### src/hw/rtl/grid_dda_ray_column_cast_assert.svh
// Assertion macros for the grid DDA ray caster.
// Included by modules that assert; no other dependencies.
`ifndef GRID_DDA_RAY_COLUMN_CAST_ASSERT_SVH
`define GRID_DDA_RAY_COLUMN_CAST_ASSERT_SVH
`ifndef SYNTHESIS
`define GDR_ASSERT_IMP(lbl, clk_s, rst_s, ante, cons) \
  lbl: assert property (@(posedge clk_s) disable iff (!rst_s) (ante) |-> (cons)) \
    else $error("assertion failed");
`define GDR_ASSERT_NXT(lbl, clk_s, rst_s, ante, cons) \
  lbl: assert property (@(posedge clk_s) disable iff (!rst_s) (ante) |=> (cons)) \
    else $error("assertion failed");
`else
`define GDR_ASSERT_IMP(lbl, clk_s, rst_s, ante, cons)
`define GDR_ASSERT_NXT(lbl, clk_s, rst_s, ante, cons)
`endif
`endif

### src/hw/rtl/gdda_pkg.sv
// Package for the grid DDA ray caster: payload structs, states, constants.
// No dependencies.
package gdda_pkg;
  localparam int unsigned MAP_DIM_D     = 32;
  localparam int unsigned VIEW_HEIGHT_D = 64;
  localparam int unsigned TEX_SIZE_D    = 32;

  localparam logic OP_WRITE = 1'b0;
  localparam logic OP_CAST  = 1'b1;

  localparam logic [1:0] REG_CAMERA_X = 2'd0;
  localparam logic [1:0] REG_CAMERA_Y = 2'd1;

  typedef struct packed {
    logic               opcode;
    logic [4:0]         cell_col;
    logic [4:0]         cell_row;
    logic [2:0]         cell_code;
    logic signed [15:0] ray_x;
    logic signed [15:0] ray_y;
    logic [13:0]        step_len_x;
    logic [13:0]        step_len_y;
  } in_item_t;

  typedef struct packed {
    logic [4:0]         hit_col;
    logic [4:0]         hit_row;
    logic               hit_side;
    logic [3:0]         texture_id;
    logic signed [15:0] perp_dist;
    logic [7:0]         wall_height;
    logic [5:0]         draw_top;
    logic [6:0]         draw_bottom;
    logic [4:0]         tex_column;
    logic               no_hit;
  } out_item_t;

  typedef enum logic [3:0] {
    ST_IDLE, ST_CLEAR, ST_SETUP, ST_READ, ST_TEST, ST_DIST,
    ST_DIV, ST_FRAC, ST_FIN, ST_EMIT
  } state_t;

  // controller to datapath
  typedef struct packed {
    logic load;
    logic clr_step;
    logic setup;
    logic walk;
    logic calc_dist;
    logic div_start;
    logic div_step;
    logic frac;
    logic fin;
    logic emit;
  } cmd_t;

  // datapath to controller
  typedef struct packed {
    logic is_cast;
    logic clr_done;
    logic outside;
    logic hit;
    logic div_need;
    logic div_done;
  } sts_t;
endpackage

### src/hw/rtl/gdda_ctrl.sv
// Sequencer for the grid DDA ray caster: clear pass, walk, divide, emit.
// Depends on gdda_pkg and the assertion header.
`include "grid_dda_ray_column_cast_assert.svh"
module gdda_ctrl (
  input  logic            clk,
  input  logic            rst_n,
  input  logic            start,
  input  gdda_pkg::sts_t  sts,
  output gdda_pkg::cmd_t  cmd,
  output logic            busy
);
  import gdda_pkg::*;
  state_t state_r, state_nxt;

  always_ff @(posedge clk) begin
    if (!rst_n) state_r <= ST_CLEAR;
    else        state_r <= state_nxt;
  end

  // next state
  always_comb begin
    state_nxt = state_r;
    unique case (state_r)
      ST_IDLE:  if (start) state_nxt = sts.is_cast ? ST_SETUP : ST_IDLE;
      ST_CLEAR: if (sts.clr_done) state_nxt = ST_IDLE;
      ST_SETUP: state_nxt = ST_READ;
      ST_READ:  state_nxt = sts.outside ? ST_EMIT : ST_TEST;
      ST_TEST:  state_nxt = sts.hit ? ST_DIST : ST_READ;
      ST_DIST:  state_nxt = ST_DIV;
      ST_DIV:   if (!sts.div_need || sts.div_done) state_nxt = ST_FRAC;
      ST_FRAC:  state_nxt = ST_FIN;
      ST_FIN:   state_nxt = ST_EMIT;
      ST_EMIT:  state_nxt = ST_IDLE;
      default:  state_nxt = ST_IDLE;
    endcase
  end

  // outputs
  always_comb begin
    cmd = '0;
    busy = 1'b1;
    unique case (state_r)
      ST_IDLE:  begin busy = 1'b0; cmd.load = start; end
      ST_CLEAR: cmd.clr_step = 1'b1;
      ST_SETUP: cmd.setup = 1'b1;
      ST_READ:  ;
      ST_TEST:  cmd.walk = !sts.hit;
      ST_DIST:  begin cmd.calc_dist = 1'b1; end
      ST_DIV:   begin cmd.div_start = 1'b0; cmd.div_step = 1'b1; end
      ST_FRAC:  cmd.frac = 1'b1;
      ST_FIN:   cmd.fin = 1'b1;
      ST_EMIT:  cmd.emit = 1'b1;
      default:  ;
    endcase
    if (state_r == ST_DIST) cmd.div_start = 1'b1;
  end

  `GDR_ASSERT_NXT(a_setup_read, clk, rst_n, state_r == ST_SETUP, state_r == ST_READ)
  `GDR_ASSERT_NXT(a_emit_idle, clk, rst_n, cmd.emit, !busy)
  `GDR_ASSERT_IMP(a_no_load_busy, clk, rst_n, cmd.load, !busy)
endmodule

### config.mk
export PLATFORM = sky130hd
export DESIGN_NAME = gdda_ctrl
export DESIGN_NICKNAME = d
export VERILOG_FILES = /design/src/hw/rtl/gdda_pkg.sv /design/src/hw/rtl/gdda_ctrl.sv
export VERILOG_INCLUDE_DIRS = /design/src /design/src/hw/rtl
export SDC_FILE = /design/constraint.sdc
export NUM_CORES = 1
export LEC_CHECK = 0
export BUFFER_PORTS_ARGS = -buffer_cell sky130_fd_sc_hd__buf_2
export CAP_MARGIN = 20
export CORE_AREA = 4 4 41 43
export CTS_CLUSTER_DIAMETER = 150
export DETAILED_ROUTE_END_ITERATION = 8
export DIE_AREA = 0 0 45 47
export HOLD_SLACK_MARGIN = 0.15
export PLACE_DENSITY = 0.58
export SYNTH_ARGS = -nofsm -noshare
export SYNTH_HDL_FRONTEND = slang
export SYNTH_SLANG_ARGS = --single-unit
### constraint.sdc
create_clock -name clk -period 2.1 [get_ports clk]
set_clock_uncertainty 0.1 [all_clocks]
set_input_delay 0.42 -clock clk [delete_from_list [all_inputs] [get_ports clk]]
set_output_delay 0.42 -clock clk [all_outputs]
set_load 0.01 [all_outputs]
==> results of run 1 <==
[routing by layer]
layer | up-vias | wire [um] | global-route usage
met4 | 0 | 0 | 0.0175
met1 | 193 | 462 | 0.139
met2 | 16 | 448 | 0.175
met5 | - | 0 | 0
met3 | 0 | 81 | 0.0460
li1 | 220 | - | -
[layout make-up]
type,instances,area [um2],share of cell area
clock buffers,3,22.5,0.0486
inverters,1,3.75,0.00811
multi-input cells,43,241,0.522
flip-flops and latches,4,81.3,0.176
well taps,15,18.8,0.0405
repair buffers,19,95.1,0.205
[cell families (layout without fill, tap and decap cells)]
| group | after synthesis | after routing |
|---|---|---|
| buffers and inverters | 6 | 23 |
| DFF | 4 | 4 |
| AOI/OAI and AO/OA | 10 | 10 |
| and+or+nand+nor | 33 | 33 |
[worst reg2reg max path: stages (launching register included)]
cell	delay, ns
dfxtp_1	0.60
nand2b_1	0.20
nor3_2	0.06
o2111ai_1	0.25
nand3_1	0.10
[cell usage after synthesis (all sizes together) (3+ instances only)]
cell and count:
buf 5, nor2 13, o21ai 3, nand2 4
dfxtp 4, nand2b 7, nor3 4
[power groups by stage]
| stage | registers, uW | clock network (uW) | logic [uW] |
|---|---|---|---|
| after floorplan | 92.2 | 0 | 96.9 |
| after global placement | 115 | 0 | 106 |
| after detailed placement | 115 | 0 | 107 |
| after CTS | 114 | 100 | 108 |
| after global routing | 119 | 106 | 119 |
| final | 116 | 95.9 | 106 |
[per-stage QoR]
step	hold WS (ns)	setup WS (ns)	util
2_1_floorplan	0.392	0.557	-
3_3_place_gp	0.524	0.356	0.338
3_5_place_dp	0.529	0.364	0.338
4_1_cts	0.282	0.0936	0.355
5_1_grt	0.287	0.0205	0.356
6_report	0.286	0.176	0.356
[path summary, 6_finish.rpt]
check / slack (ns) / from / to
hold reg to reg: 0.53 / state_r[0] / state_r[2]
setup / recovery: 0.18 / state_r[2] / cmd[6]
hold / removal: 0.29 / rst_n / state_r[0]
setup reg to reg: 0.67 / state_r[2] / state_r[0]
[timing repair]
item	4_1_cts	5_1_grt
setup endpoints to repair	0	1
hold buffers	0	0
gates resized for setup	0	1
==> out/results.ini, run 1 <==
[status]
status=finished clean

[clock_tree]
cts_tree=built
clockRootBuffer=clkbuf_4
cts_setup_buffers=0
numCtsBuffers=3
clk_path_buf_depth=2
cts-htree-levels=1
insertion_delay_ns=0.24
cts_sinks=4
cts.clk_slew.worst_paths_ns=0.04

[global_route]
grt_use_total=0.109
grt_overflow=0
grt_pass1_vias=387
grt_max_degree=15
antenna_found_initial=0
grt_pass1_wl_um=1680

[timing]
hold_viol=0
drv_slew=0
finalCritPeriodShare=0.916
worst_pin_slew_ns=0.464
relSlewSlack=0.690
tns_ns=0
timing.fmax_mhz=520
setup_viol=0
finalCriticalPeriod_ns=1.92
rsz0062_at_grt=no

[logic_synthesis]
synth_xor_xnor_area_share=0
muxShareOfSynthArea=0
yosys.area.top_type=dfxtp_1
synth.top_cell.area_share=0.225
synthAdderAreaFrac=0
post_synth_num_cell_types=22
synth_edf_count=0
synth_top_family_by_area=simple AND/OR/NAND/NOR gates
synth-seq-cells=4
syn_avg_cell_area_um2=6.70
ys.flop_type=dfxtp_1
synthArstFlopShare=0
synth_area_leaders=dfxtp_1, nor2_1, nand2b_1
synthSimpleGateAreaFrac=0.472
synthCells=53
syn_area_um2=355
yosys_warnings=0
syn-num-nets=62
yosysSeqAreaShare=0.225
synth_compound_area_frac=0.208

[power]
swShare=0.368
intPower_uw=201
power_frac_clock=0.302
switchingPower_uw=117
power.density_nw_per_um2=686
cellLeakagePower_uw=0.000216
p_seq_frac=0.364
pwr-share-comb=0.335
finalPower_uw=318
ir_drop_mv=0.298

[worst_hold_path]
min_path_cells=2
min_path_type=in2reg

[layout]
fin_area_um2=463
fillerInstances=143
nNetsFinal=81
num_antenna_cells=0
final_cell_mix=buf_2, nor2_1, nand2b_1, nand2_1
final_common_cell=buf_2
reg.largest.list=state_r x4
syn2layout_area_growth_pct=30.3
regMostFlops=state_r
layoutNonFillerInstCount=85
drive_gt1_frac=0.371
largest_reg_flops=4

[worst_setup_path]
critPathBufInv=1
path_depth=3
critPathCaptureType=output pin
cp_data_required_time_ns=1.58
cp-start-kind=flip-flop
crit_chain=nand2b_1 > nor4_1 > buf_2
arrival_ns=1.40
cp_top_family=flip-flops
crit_fanout=14
max_stage_delay_ns=0.60
cp_slowest_cell=dfxtp_1
reg2reg_depth=4
critPathKind=reg2out

[place]
hpwl_um=760
placedCellCount=82
post_dp_cell_area_um2=439
io_buffers=19
place_congestion=0.724

[route]
drt-initial-drc-count=1
dr_total_vias=429
post_drt_wl_per_cell_um=11.7
vias_per_cell=5.05
drc=0
first_pass_iters=4
postRouteAntennaNets=0
routed_wl_um=992

[floorplanning]
die_w_um=45
coreArea_um2=1300
io-pin-count=20
design.die.area_um2=2120
std_cell_rows=13
die_h_um=47
initial_core_util=0.273

[job]
cap_viol_max_count=0

(Power assumes the default switching activity.)
==> run 2: changes to the inputs <==
REMOVE_ABC_BUFFERS = 1   (was not set)
==> run 2 against run 1 <==
Compared with the run above: first-iteration DRC count shrank 100%; clock-buffer cell count is the same; cell count stayed put; combinational power about the same; worst setup slack better by 0.049 ns; register-to-register slack better by 0.03 ns; worst hold slack better by 0.019 ns; via count is 5.8% lower; fmax grew 2.6%; critical path depth is the same; die area unchanged; routed wire length down 10%; critical path type unchanged; largest cell class unchanged; highest routed layer is now met4.
==> out/results.ini, run 2 (synthesized netlist as in run 1, its figures left out) <==
[worst_hold_path]
min_from=rst_n
min_path_type=in2reg

[route]
first_pass_iters=1  ; -3
drc=0  ; unchanged
drt-initial-drc-count=0  ; -1
dr_total_vias=404  ; -5.8%
vias_per_cell=4.75  ; -5.8%
post_drt_wl_per_cell_um=10.5  ; -10%
postRouteAntennaNets=0  ; unchanged
routed_wl_um=892  ; -10%

[clock_tree]
cts.clk_slew.worst_paths_ns=0.04  ; about the same
clockRootBuffer=clkbuf_4
cts_hold_buf=0  ; unchanged
numCtsBuffers=3  ; unchanged
clk_path_buf_depth=2  ; unchanged
cts_sinks=4  ; unchanged
cts_tree=built
cts_setup_buffers=0  ; unchanged
insertion_delay_ns=0.23  ; about the same
cts_resized=0  ; unchanged
cts-htree-levels=1  ; unchanged

[layout]
syn2layout_area_growth_pct=29.9
fin_area_um2=462  ; -0.27%
largest_reg_flops=4  ; unchanged
reg.largest.list=state_r x4
regMostFlops=state_r
fillerInstances=169  ; +18%
layoutNonFillerInstCount=85  ; unchanged
nNetsFinal=81  ; unchanged
num_antenna_cells=0  ; unchanged
final_common_cell=buf_2
drive_gt1_frac=0.357  ; -0.0143
final_cell_mix=buf_2, nor2_1, nand2b_1, nand2_1, dfxtp_1

[power]
switchingPower_uw=111  ; -5.3%
p_seq_frac=0.367  ; +0.003
power_frac_clock=0.303  ; about the same
pwr-share-comb=0.330  ; -0.005
ir_drop_mv=0.183  ; -39%
cellLeakagePower_uw=0.000217  ; about the same
power.density_nw_per_um2=673  ; -1.9%
intPower_uw=200  ; -0.38%
swShare=0.356  ; -0.0117

[timing]
relSlewSlack=0.690  ; about the same
hold_ws_ns=0.305  ; +0.0190 ns
worst_pin_slew_ns=0.464  ; +0.0000447 ns
setup_viol=0  ; unchanged
drv_slew=0  ; unchanged
finalCritPeriodShare=0.893  ; -0.0232
rsz0062_at_grt=no
tns_ns=0  ; unchanged
timing.fmax_mhz=533  ; +2.6%
hold_viol=0  ; unchanged
finalCriticalPeriod_ns=1.88  ; -0.0487 ns

[worst_setup_path]
cp-startpoint=state_r[2]
cp-start-kind=flip-flop
crit_fanout=14  ; unchanged
critPathKind=reg2out
crit-reg2reg-launch=state_r[2]
critPathCaptureType=output pin
cp_data_required_time_ns=1.58  ; about the same
arrival_ns=1.36  ; -0.04 ns

[floorplanning]
design.die.area_um2=2120  ; unchanged
die_h_um=47  ; unchanged
die_w_um=45  ; unchanged
std_cell_rows=13  ; unchanged
coreArea_um2=1300  ; unchanged
initial_core_util=0.273  ; unchanged
io-pin-count=20  ; unchanged

[place]
place_congestion=0.770  ; +6.5%
hpwl_um=722  ; -5.1%
placedCellCount=82  ; unchanged
post_dp_cell_area_um2=439  ; unchanged
io_buffers=19  ; unchanged

[global_route]
grt_max_degree=15  ; unchanged
antenna_found_initial=0  ; unchanged
grt_pass1_vias=416  ; +7.5%
grt_overflow=0  ; unchanged
grt_pass1_wl_um=1660  ; -1.2%
grt_use_total=0.105  ; -0.00404

[job]
cap_viol_max_count=0  ; unchanged

[status]
status=finished clean

==> run 2: area by class of cell <==
class                      instances  area, um2  share of cell area
multi-input combinational         43        241               0.523
clock buffer                       3       22.5              0.0488
inverter                           1       3.75             0.00813
timing repair buffer              19       95.1               0.206
tap                               15       18.8              0.0407
sequential                         4       80.1               0.173
==> run 2: metal layers <==
metal / share of wire / up-vias / global-route usage
met5: 0 / - / 0
met4: 0.017 / 0 / 0.0526
met3: 0.053 / 2 / 0.0153
met2: 0.43 / 13 / 0.169
met1: 0.50 / 172 / 0.136
li1: - / 217 / -
==> run 2: path summary, 6_finish.rpt <==
kind / depth (start not counted) / slack (ns) / to
worst min register to register: 1 / 0.60 / state_r[2]
worst min-delay path: 2 / 0.31 / state_r[0]
worst max register to register: 4 / 0.70 / state_r[0]
worst max-delay path: 3 / 0.22 / cmd[6]
==> run 2: critical path: stages (launching register included) <==
cell and delay, ns:
dfxtp_1 0.60, nand2b_1 0.17, nor4_1 0.18, buf_2 0.17
==> run 2: power by group through the flow <==
stage	Clock (uW)	Sequential (uW)	Combinational (uW)
2_1_floorplan	0	107	70.8
3_3_place_gp	0	115	105
3_5_place_dp	0	116	104
4_1_cts	98.5	114	105
5_1_grt	109	117	117
6_report	94.3	114	103
==> run 2: metrics by stage <==
step	total power (uW)	util	setup WS, ns
2_1_floorplan	178	-	0.567
3_3_place_gp	220	0.338	0.418
3_5_place_dp	220	0.338	0.440
4_1_cts	317	0.355	0.196
5_1_grt	343	0.355	0.0737
6_report	311	0.355	0.225
