[src/hw/rtl/grid_dda_ray_column_cast_assert.svh]
// Assertion macros for the grid DDA ray caster.
// Included by modules that assert; no other dependencies.
`ifndef GRID_DDA_RAY_COLUMN_CAST_ASSERT_SVH
`define GRID_DDA_RAY_COLUMN_CAST_ASSERT_SVH
`ifndef SYNTHESIS
`define GDR_ASSERT_IMP(lbl, clk_s, rst_s, ante, cons) \
  lbl: assert property (@(posedge clk_s) disable iff (!rst_s) (ante) |-> (cons)) \
    else $error("assertion failed");
`define GDR_ASSERT_NXT(lbl, clk_s, rst_s, ante, cons) \
  lbl: assert property (@(posedge clk_s) disable iff (!rst_s) (ante) |=> (cons)) \
    else $error("assertion failed");
`else
`define GDR_ASSERT_IMP(lbl, clk_s, rst_s, ante, cons)
`define GDR_ASSERT_NXT(lbl, clk_s, rst_s, ante, cons)
`endif
`endif

[src/hw/rtl/gdda_pkg.sv]
// Package for the grid DDA ray caster: payload structs, states, constants.
// No dependencies.
package gdda_pkg;
  localparam int unsigned MAP_DIM_D     = 32;
  localparam int unsigned VIEW_HEIGHT_D = 64;
  localparam int unsigned TEX_SIZE_D    = 32;

  localparam logic OP_WRITE = 1'b0;
  localparam logic OP_CAST  = 1'b1;

  localparam logic [1:0] REG_CAMERA_X = 2'd0;
  localparam logic [1:0] REG_CAMERA_Y = 2'd1;

  typedef struct packed {
    logic               opcode;
    logic [4:0]         cell_col;
    logic [4:0]         cell_row;
    logic [2:0]         cell_code;
    logic signed [15:0] ray_x;
    logic signed [15:0] ray_y;
    logic [13:0]        step_len_x;
    logic [13:0]        step_len_y;
  } in_item_t;

  typedef struct packed {
    logic [4:0]         hit_col;
    logic [4:0]         hit_row;
    logic               hit_side;
    logic [3:0]         texture_id;
    logic signed [15:0] perp_dist;
    logic [7:0]         wall_height;
    logic [5:0]         draw_top;
    logic [6:0]         draw_bottom;
    logic [4:0]         tex_column;
    logic               no_hit;
  } out_item_t;

  typedef enum logic [3:0] {
    ST_IDLE, ST_CLEAR, ST_SETUP, ST_READ, ST_TEST, ST_DIST,
    ST_DIV, ST_FRAC, ST_FIN, ST_EMIT
  } state_t;

  // controller to datapath
  typedef struct packed {
    logic load;
    logic clr_step;
    logic setup;
    logic walk;
    logic calc_dist;
    logic div_start;
    logic div_step;
    logic frac;
    logic fin;
    logic emit;
  } cmd_t;

  // datapath to controller
  typedef struct packed {
    logic is_cast;
    logic clr_done;
    logic outside;
    logic hit;
    logic div_need;
    logic div_done;
  } sts_t;
endpackage

[src/hw/rtl/gdda_ram.sv]
// Generic single-port-write, one-read RAM with registered read data.
// No dependencies.
module gdda_ram #(
  parameter int unsigned WIDTH = 3,
  parameter int unsigned DEPTH = 1024
) (
  input  logic                     clk,
  input  logic                     we,
  input  logic [$clog2(DEPTH)-1:0] waddr,
  input  logic [WIDTH-1:0]         wdata,
  input  logic [$clog2(DEPTH)-1:0] raddr,
  output logic [WIDTH-1:0]         rdata
);
  logic [WIDTH-1:0] mem_r [DEPTH];
  logic [WIDTH-1:0] rdata_r;

  // write one entry, read one entry
  always_ff @(posedge clk) begin
    if (we) mem_r[waddr] <= wdata;
    rdata_r <= mem_r[raddr];
  end
  assign rdata = rdata_r;
endmodule

[src/hw/rtl/gdda_dp.sv]
// Datapath for the grid DDA ray caster: map RAM, DDA walk, divider, outputs.
// Depends on gdda_pkg and gdda_ram.
module gdda_dp #(
  parameter int unsigned MAP_DIM     = gdda_pkg::MAP_DIM_D,
  parameter int unsigned VIEW_HEIGHT = gdda_pkg::VIEW_HEIGHT_D,
  parameter int unsigned TEX_SIZE    = gdda_pkg::TEX_SIZE_D
) (
  input  logic                clk,
  input  logic                rst_n,
  input  gdda_pkg::in_item_t  in_item,
  input  logic [11:0]         cam_x,
  input  logic [11:0]         cam_y,
  input  gdda_pkg::cmd_t      cmd,
  output gdda_pkg::sts_t      sts,
  output gdda_pkg::out_item_t out_item,
  output logic                out_valid
);
  import gdda_pkg::*;
  localparam int unsigned AW = $clog2(MAP_DIM);
  localparam int unsigned DEPTH = MAP_DIM * MAP_DIM;
  localparam int unsigned DW = $clog2(DEPTH);
  localparam int unsigned TW = $clog2(TEX_SIZE);
  localparam logic [15:0] HNUM = 16'(VIEW_HEIGHT * 128);
  localparam logic [7:0] VH = 8'(VIEW_HEIGHT);
  localparam logic [7:0] VH2 = 8'(VIEW_HEIGHT / 2);

  // map position is kept signed and wide enough to step outside
  logic signed [9:0]  mx_r, my_r;
  logic signed [31:0] sdx_r, sdy_r;
  logic [13:0]        dx_r, dy_r;
  logic signed [15:0] rdx_r, rdy_r;
  logic               side_r;
  logic [2:0]         code_r;
  logic signed [15:0] dist_r;
  logic [DW:0]        clr_r;
  logic [15:0]        rem_r, quo_r;
  logic [4:0]         dcnt_r;
  logic [7:0]         height_r;
  logic signed [31:0] prod_r;
  out_item_t          res_r;
  logic               vld_r;

  logic               we;
  logic [DW-1:0]      waddr, raddr;
  logic [2:0]         wdata, rdata;
  logic               outside;

  // clear pass then item writes
  always_comb begin
    we = 1'b0;
    waddr = clr_r[DW-1:0];
    wdata = '0;
    if (cmd.clr_step) we = 1'b1;
    else if (cmd.load && in_item.opcode == OP_WRITE &&
             32'(in_item.cell_col) < MAP_DIM && 32'(in_item.cell_row) < MAP_DIM) begin
      we = 1'b1;
      waddr = DW'(32'(in_item.cell_col) * MAP_DIM + 32'(in_item.cell_row));
      wdata = in_item.cell_code;
    end
  end
  assign raddr = DW'(32'(unsigned'(mx_r[AW-1:0])) * MAP_DIM + 32'(unsigned'(my_r[AW-1:0])));

  gdda_ram #(.WIDTH(3), .DEPTH(DEPTH)) u_map (
    .clk(clk), .we(we), .waddr(waddr), .wdata(wdata), .raddr(raddr), .rdata(rdata)
  );

  assign outside = mx_r < 0 || my_r < 0 || 32'(mx_r) >= MAP_DIM || 32'(my_r) >= MAP_DIM;

  logic signed [31:0] dist_w, dist_sel;
  assign dist_sel = side_r ? (sdy_r - 32'(dy_r)) : (sdx_r - 32'(dx_r));
  assign dist_w = dist_sel > 32767 ? 32'sd32767 :
                  (dist_sel < -32768 ? -32'sd32768 : dist_sel);

  logic [16:0] trial;
  assign trial = {rem_r, quo_r[15]} - {1'b0, dist_r};

  logic [6:0] fx, fy;
  logic [6:0] frac;
  logic [TW+6:0] texp;
  logic [TW-1:0] tex;
  logic [8:0]  hhalf;
  logic [8:0]  top_w, bot_w;
  assign fx = cam_x[6:0];
  assign fy = cam_y[6:0];
  assign frac = (side_r ? fx : fy) + prod_r[13:7];
  assign texp = (TW+7)'(frac) * (TW+7)'(TEX_SIZE);
  assign tex = texp[TW+6:7];
  assign hhalf = (9'(height_r) + 9'd1) >> 1;
  assign top_w = (9'(VH2) > hhalf) ? 9'(VH2) - hhalf : 9'd0;
  assign bot_w = (top_w + 9'(height_r) > 9'(VH)) ? 9'(VH) : top_w + 9'(height_r);

  always_ff @(posedge clk) begin
    if (!rst_n) begin
      clr_r <= '0;
      vld_r <= 1'b0;
      dcnt_r <= '0;
    end else begin
      vld_r <= cmd.emit;
      if (cmd.clr_step) clr_r <= clr_r + 1'b1;
      // latch a cast
      if (cmd.load) begin
        rdx_r <= in_item.ray_x;
        rdy_r <= in_item.ray_y;
        dx_r <= in_item.step_len_x;
        dy_r <= in_item.step_len_y;
        res_r <= '0;
      end
      // first side distances
      if (cmd.setup) begin
        mx_r <= 10'(cam_x[11:7]);
        my_r <= 10'(cam_y[11:7]);
        side_r <= 1'b0;
        sdx_r <= 32'((rdx_r < 0 ? 21'(fx) : 21'(8'd128 - 8'(fx))) * 21'(dx_r)) >>> 7;
        sdy_r <= 32'((rdy_r < 0 ? 21'(fy) : 21'(8'd128 - 8'(fy))) * 21'(dy_r)) >>> 7;
      end
      // advance one cell
      if (cmd.walk) begin
        if (sdx_r < sdy_r) begin
          sdx_r <= sdx_r + 32'(dx_r);
          mx_r <= rdx_r < 0 ? mx_r - 10'sd1 : mx_r + 10'sd1;
          side_r <= 1'b0;
        end else begin
          sdy_r <= sdy_r + 32'(dy_r);
          my_r <= rdy_r < 0 ? my_r - 10'sd1 : my_r + 10'sd1;
          side_r <= 1'b1;
        end
      end
      if (cmd.calc_dist) begin
        code_r <= rdata;
        dist_r <= 16'(dist_w);
      end
      // restoring divide, one quotient bit per cycle
      if (cmd.div_start) begin
        rem_r <= '0;
        quo_r <= HNUM;
        dcnt_r <= '0;
      end else if (cmd.div_step && dist_r > 0 && dcnt_r != 5'd16) begin
        dcnt_r <= dcnt_r + 5'd1;
        if (!trial[16]) begin
          rem_r <= trial[15:0];
          quo_r <= {quo_r[14:0], 1'b1};
        end else begin
          rem_r <= {rem_r[14:0], quo_r[15]};
          quo_r <= {quo_r[14:0], 1'b0};
        end
      end
      if (cmd.frac) begin
        height_r <= dist_r == 0 ? 8'd255 : (dist_r < 0 ? VH :
                    (quo_r > 16'd255 ? 8'd255 : quo_r[7:0]));
        prod_r <= 32'(dist_r) * 32'(side_r ? rdx_r : rdy_r);
      end
      if (cmd.fin) begin
        res_r.hit_col <= 5'(mx_r);
        res_r.hit_row <= 5'(my_r);
        res_r.hit_side <= side_r;
        res_r.texture_id <= 4'((code_r - 3'd1) * 2) + 4'(side_r);
        res_r.perp_dist <= dist_r;
        res_r.wall_height <= height_r;
        res_r.draw_top <= 6'(top_w);
        res_r.draw_bottom <= 7'(bot_w);
        res_r.tex_column <= 5'(((!side_r && rdx_r > 0) || (side_r && rdy_r < 0)) ?
                            TW'(TEX_SIZE - 1) - tex : tex);
        res_r.no_hit <= 1'b0;
      end
      if (cmd.emit && !cmd.fin && res_r == '0 && outside) res_r.no_hit <= 1'b1;
    end
  end

  // emit latches no_hit directly when walk left the map
  always_comb begin
    out_item = res_r;
  end
  assign out_valid = vld_r;

  assign sts.is_cast = in_item.opcode == OP_CAST;
  assign sts.clr_done = clr_r == (DW+1)'(DEPTH - 1);
  assign sts.outside = outside;
  assign sts.hit = rdata != 3'd0;
  assign sts.div_need = dist_r > 0;
  assign sts.div_done = dcnt_r == 5'd16;
endmodule

[config.mk]
export PLATFORM = sky130hd
export DESIGN_NAME = gdda_dp
export DESIGN_NICKNAME = d
export VERILOG_FILES = /design/src/hw/rtl/grid_dda_ray_column_cast_assert.svh /design/src/hw/rtl/gdda_pkg.sv /design/src/hw/rtl/gdda_ram.sv /design/src/hw/rtl/gdda_dp.sv
export SDC_FILE = /design/constraint.sdc
export NUM_CORES = 2
export LEC_CHECK = 0
export BUFFER_PORTS_ARGS = -buffer_cell sky130_fd_sc_hd__buf_2
export CORE_ASPECT_RATIO = 2
export CORE_MARGIN = 4
export CORE_UTILIZATION = 40
export DETAILED_ROUTE_END_ITERATION = 10
export PLACE_DENSITY = 0.57
export SYNTH_ARGS = -nofsm -noshare
export SYNTH_HDL_FRONTEND = slang
export SYNTH_SLANG_ARGS = --single-unit
[constraint.sdc]
create_clock -name clk -period 54.4 [get_ports clk]
set_clock_uncertainty 0.05 [all_clocks]
set_input_delay 2.72 -clock clk [delete_from_list [all_inputs] [get_ports clk]]
set_output_delay 2.72 -clock clk [all_outputs]
set_load 0.01 [all_outputs]
==> flow_summary.ini <==
[run_status]
status = finished, final reports clean

[floorplan]
dieWidth_um = 443
dieArea_mm2 = 0.389
boundaryPins = 175
dieHeight_um = 879
initial_utilization = 0.401
fp-row-count = 319
fp.coreArea_mm2 = 0.378

[setup_path]
worstSetupPathType = in2reg
reg2regPathDepth = 25
end_kind = flop
crit_slowest_cell = o41ai_1
startpoint_type = input port
max_stage_delay_ps = 620
r2r_slack_ps = 46720
critical_path_arrival_ps = 10100
cp.required_ps = 55030
crit_fanout = 10

[global_route]
antenna_found_initial = 16
grt_use_total = 0.218
gr-total-overflow = 0
grt_max_degree = 221
grt_pass1_vias = 87965
grt_pass1_wl_mm = 616

[clocking]
ctsHoldBuffers = 0
clk_pin_slew_ps = 70
cts_tree = yes
cts_buffers = 292
postCtsSetupBuffers = 0
clock_latency_ps = 910
cts_max_level = 5
clockRootBuffer = clkbuf_16
cts_sinks = 3359
clock_path_buffers = 4
cts_resized = 0

[yosys]
ys_ff_latch = 3359
syn_nets = 9647
synth.area.top_cells = edfxtp_1 66%, mux4_2 15%, nor2_1 3.4%
synth_area_mm2 = 0.152
yosysSeqAreaShare = 0.664
ys_types = 90
synth_top_cell_area_share = 0.661
ys_async_sr_fraction = 0
synth_edf_count = 3339
syn_inst = 8965
yosys_warnings = 0
yosys.area.top_type = edfxtp_1
ys.flop_type = edfxtp_1
syn_area_per_cell_um2 = 16.9

[power_and_ir_drop]
p_per_area_mw_per_mm2 = 40.0
p_leak_nw = 56.2
ir_drop_mv = 0.0318

[worst_hold_path]
min_path_type = reg2reg
min_path_cells = 0

[timing]
slew_viol_final = 0
fin_crit_sh = 0.174
tightestPinTransition_ps = 1260
setup_viol = 0
layout_min_cycle_time_ps = 9470
rsz0062_at_grt = no
tns_ps = 0
max_freq_mhz = 106
final_hold_viol_count = 0
maxSlewHeadroom = 0.163

[finish]
nets = 9744
fin_cells = 14272
fillers = 32773
areaGrowthSynthToFinish_pct = 10.8
drive_gt1_frac = 0.203
fin_util = 0.445

[job]
maxCapViolations = 0

[place]
port_buffers = 173
dpl.hpwl_mm = 274
gp_congestion = 0.901
post-place-cells = 13743

[route]
drt-total-wl_mm = 429
wire_per_inst_um = 30.1
drtPass1Iterations = 6
drc = 0
ant_nets = 0
vias_per_cell = 5.67
drtIter0Drc = 6713
vias = 80900
[layout by cell type, fill, tap and decap left out, drive strengths merged, types with 19 or more instances in the layout]
cell	netlist	layout
a211oi	22	22
a21o	34	34
a21oi	158	158
a31oi	34	34
and2	103	103
and3	24	24
buf	175	348
bufinv	0	34
clkbuf	370	349
clkinv	3	108
clkinvlp	0	19
dfxtp	20	20
edfxtp	3339	3339
fa	201	201
ha	371	371
inv	400	415
mux2	24	24
mux2i	65	65
mux4	1002	1002
nand2	361	361
nand2b	31	31
nand3	79	79
nand4	43	43
nor2	1365	1365
nor2b	36	36
nor3	52	52
nor4	51	51
o211ai	23	23
o21a	22	22
o21ai	134	134
o31ai	19	19
or3	22	22
xnor2	149	149
xor2	68	68
[worst max-delay path, delay by kind of cell]
kind	cells	cell delay, ps
XOR/XNOR	1	160
adder cells (fa/ha/maj)	8	3240
AND/OR/NAND/NOR	3	270
AO/OA/AOI/OAI	9	2470
buffers and inverters	8	1250
[report_power, final]
| part | internal [mW] | total (mW) | switching [mW] |
|---|---|---|---|
| sequential | 2.89 | 2.93 | 0.0475 |
| clock | 1.19 | 2.14 | 0.953 |
| combinational | 0.690 | 1.65 | 0.959 |
| total | 4.76 | 6.72 | 1.96 |
[logic make-up (layout without fill, tap and decap cells)]
group,after synthesis,count (layout),synth area share
fa+ha+maj,572,572,0.0572
buf+inv,948,1273,0.0244
xor+xnor,217,217,0.0126
simple gates,2219,2219,0.0629
flops,3359,3359,0.664
other cells,1,8,0.0000247
compound gates,558,558,0.0239
mux,1091,1091,0.155
[flip-flops by register name (all words and copies together), names as in the netlist, 15 cells and up]
| name | cells |
|---|---|
| sdx_r | 32 |
| sdy_r | 32 |
| rem_r | 16 |
| dist_r | 16 |
| rdx_r | 16 |
| rdy_r | 15 |
| u_map.mem_r | 3072 |
| quo_r | 16 |
| out_item | 57 |
[stage by stage]
stage	setup slack [ps]	hold slack [ps]	power [mW]	cell area (um^2)
2_1_floorplan	34680	350	4.11	152000
3_3_place_gp	44030	394	4.64	158000
3_5_place_dp	44030	383	4.66	158000
4_1_cts	45000	400	6.80	168000
5_1_grt	44490	418	7.03	168000
6_report	44930	401	6.72	168000
[synthesized netlist by cell type, types with 13 or more instances]
master    instances
clkbuf_1        369
buf_2            64
o21a_1           22
mux2_2           24
dfxtp_1          20
o21bai_1         18
o31ai_1          17
nand2_1         359
a21oi_1         158
mux4_2         1002
a31oi_1          34
edfxtp_1       3339
ha_1            371
and3_1           24
or3_1            21
nor3_1           52
o211ai_1         23
nor2b_1          36
xnor2_1         149
xor2_1           67
buf_1           100
a22oi_1          13
nor2_1         1365
nand2b_1         31
a211oi_1         22
nand3_1          79
a21o_1           34
and2_1          101
o21ai_0         121
nor4_1           49
inv_1           399
fa_1            201
nand4_1          43
mux2i_1          64
[layer usage]
metal,wire (um),global-route usage
met1,141000,0.228
met2,240000,0.420
met3,18800,0.0247
met4,28500,0.121
met5,46,0
[layout make-up]
class | instances | area (um^2) | area share
clock inverter | 173 | 1880 | 0.0112
antenna | 7 | 17.5 | 0.000104
sequential | 3359 | 101000 | 0.599
tap | 4975 | 6220 | 0.0371
timing repair buffer | 348 | 2330 | 0.0139
clock buffer | 349 | 7730 | 0.0461
inverter | 403 | 1520 | 0.00904
multi-input combinational | 4658 | 47600 | 0.283
[path summary, 6_finish.rpt]
kind                                  end           start
worst min-delay path            code_r[2]  u_map.rdata[2]
worst max-delay path            sdy_r[15]        cam_y[0]
worst min register to register  code_r[2]  u_map.rdata[2]
worst max register to register  sdy_r[15]       rdy_r[15]
Power figures use the tool's default switching activity.
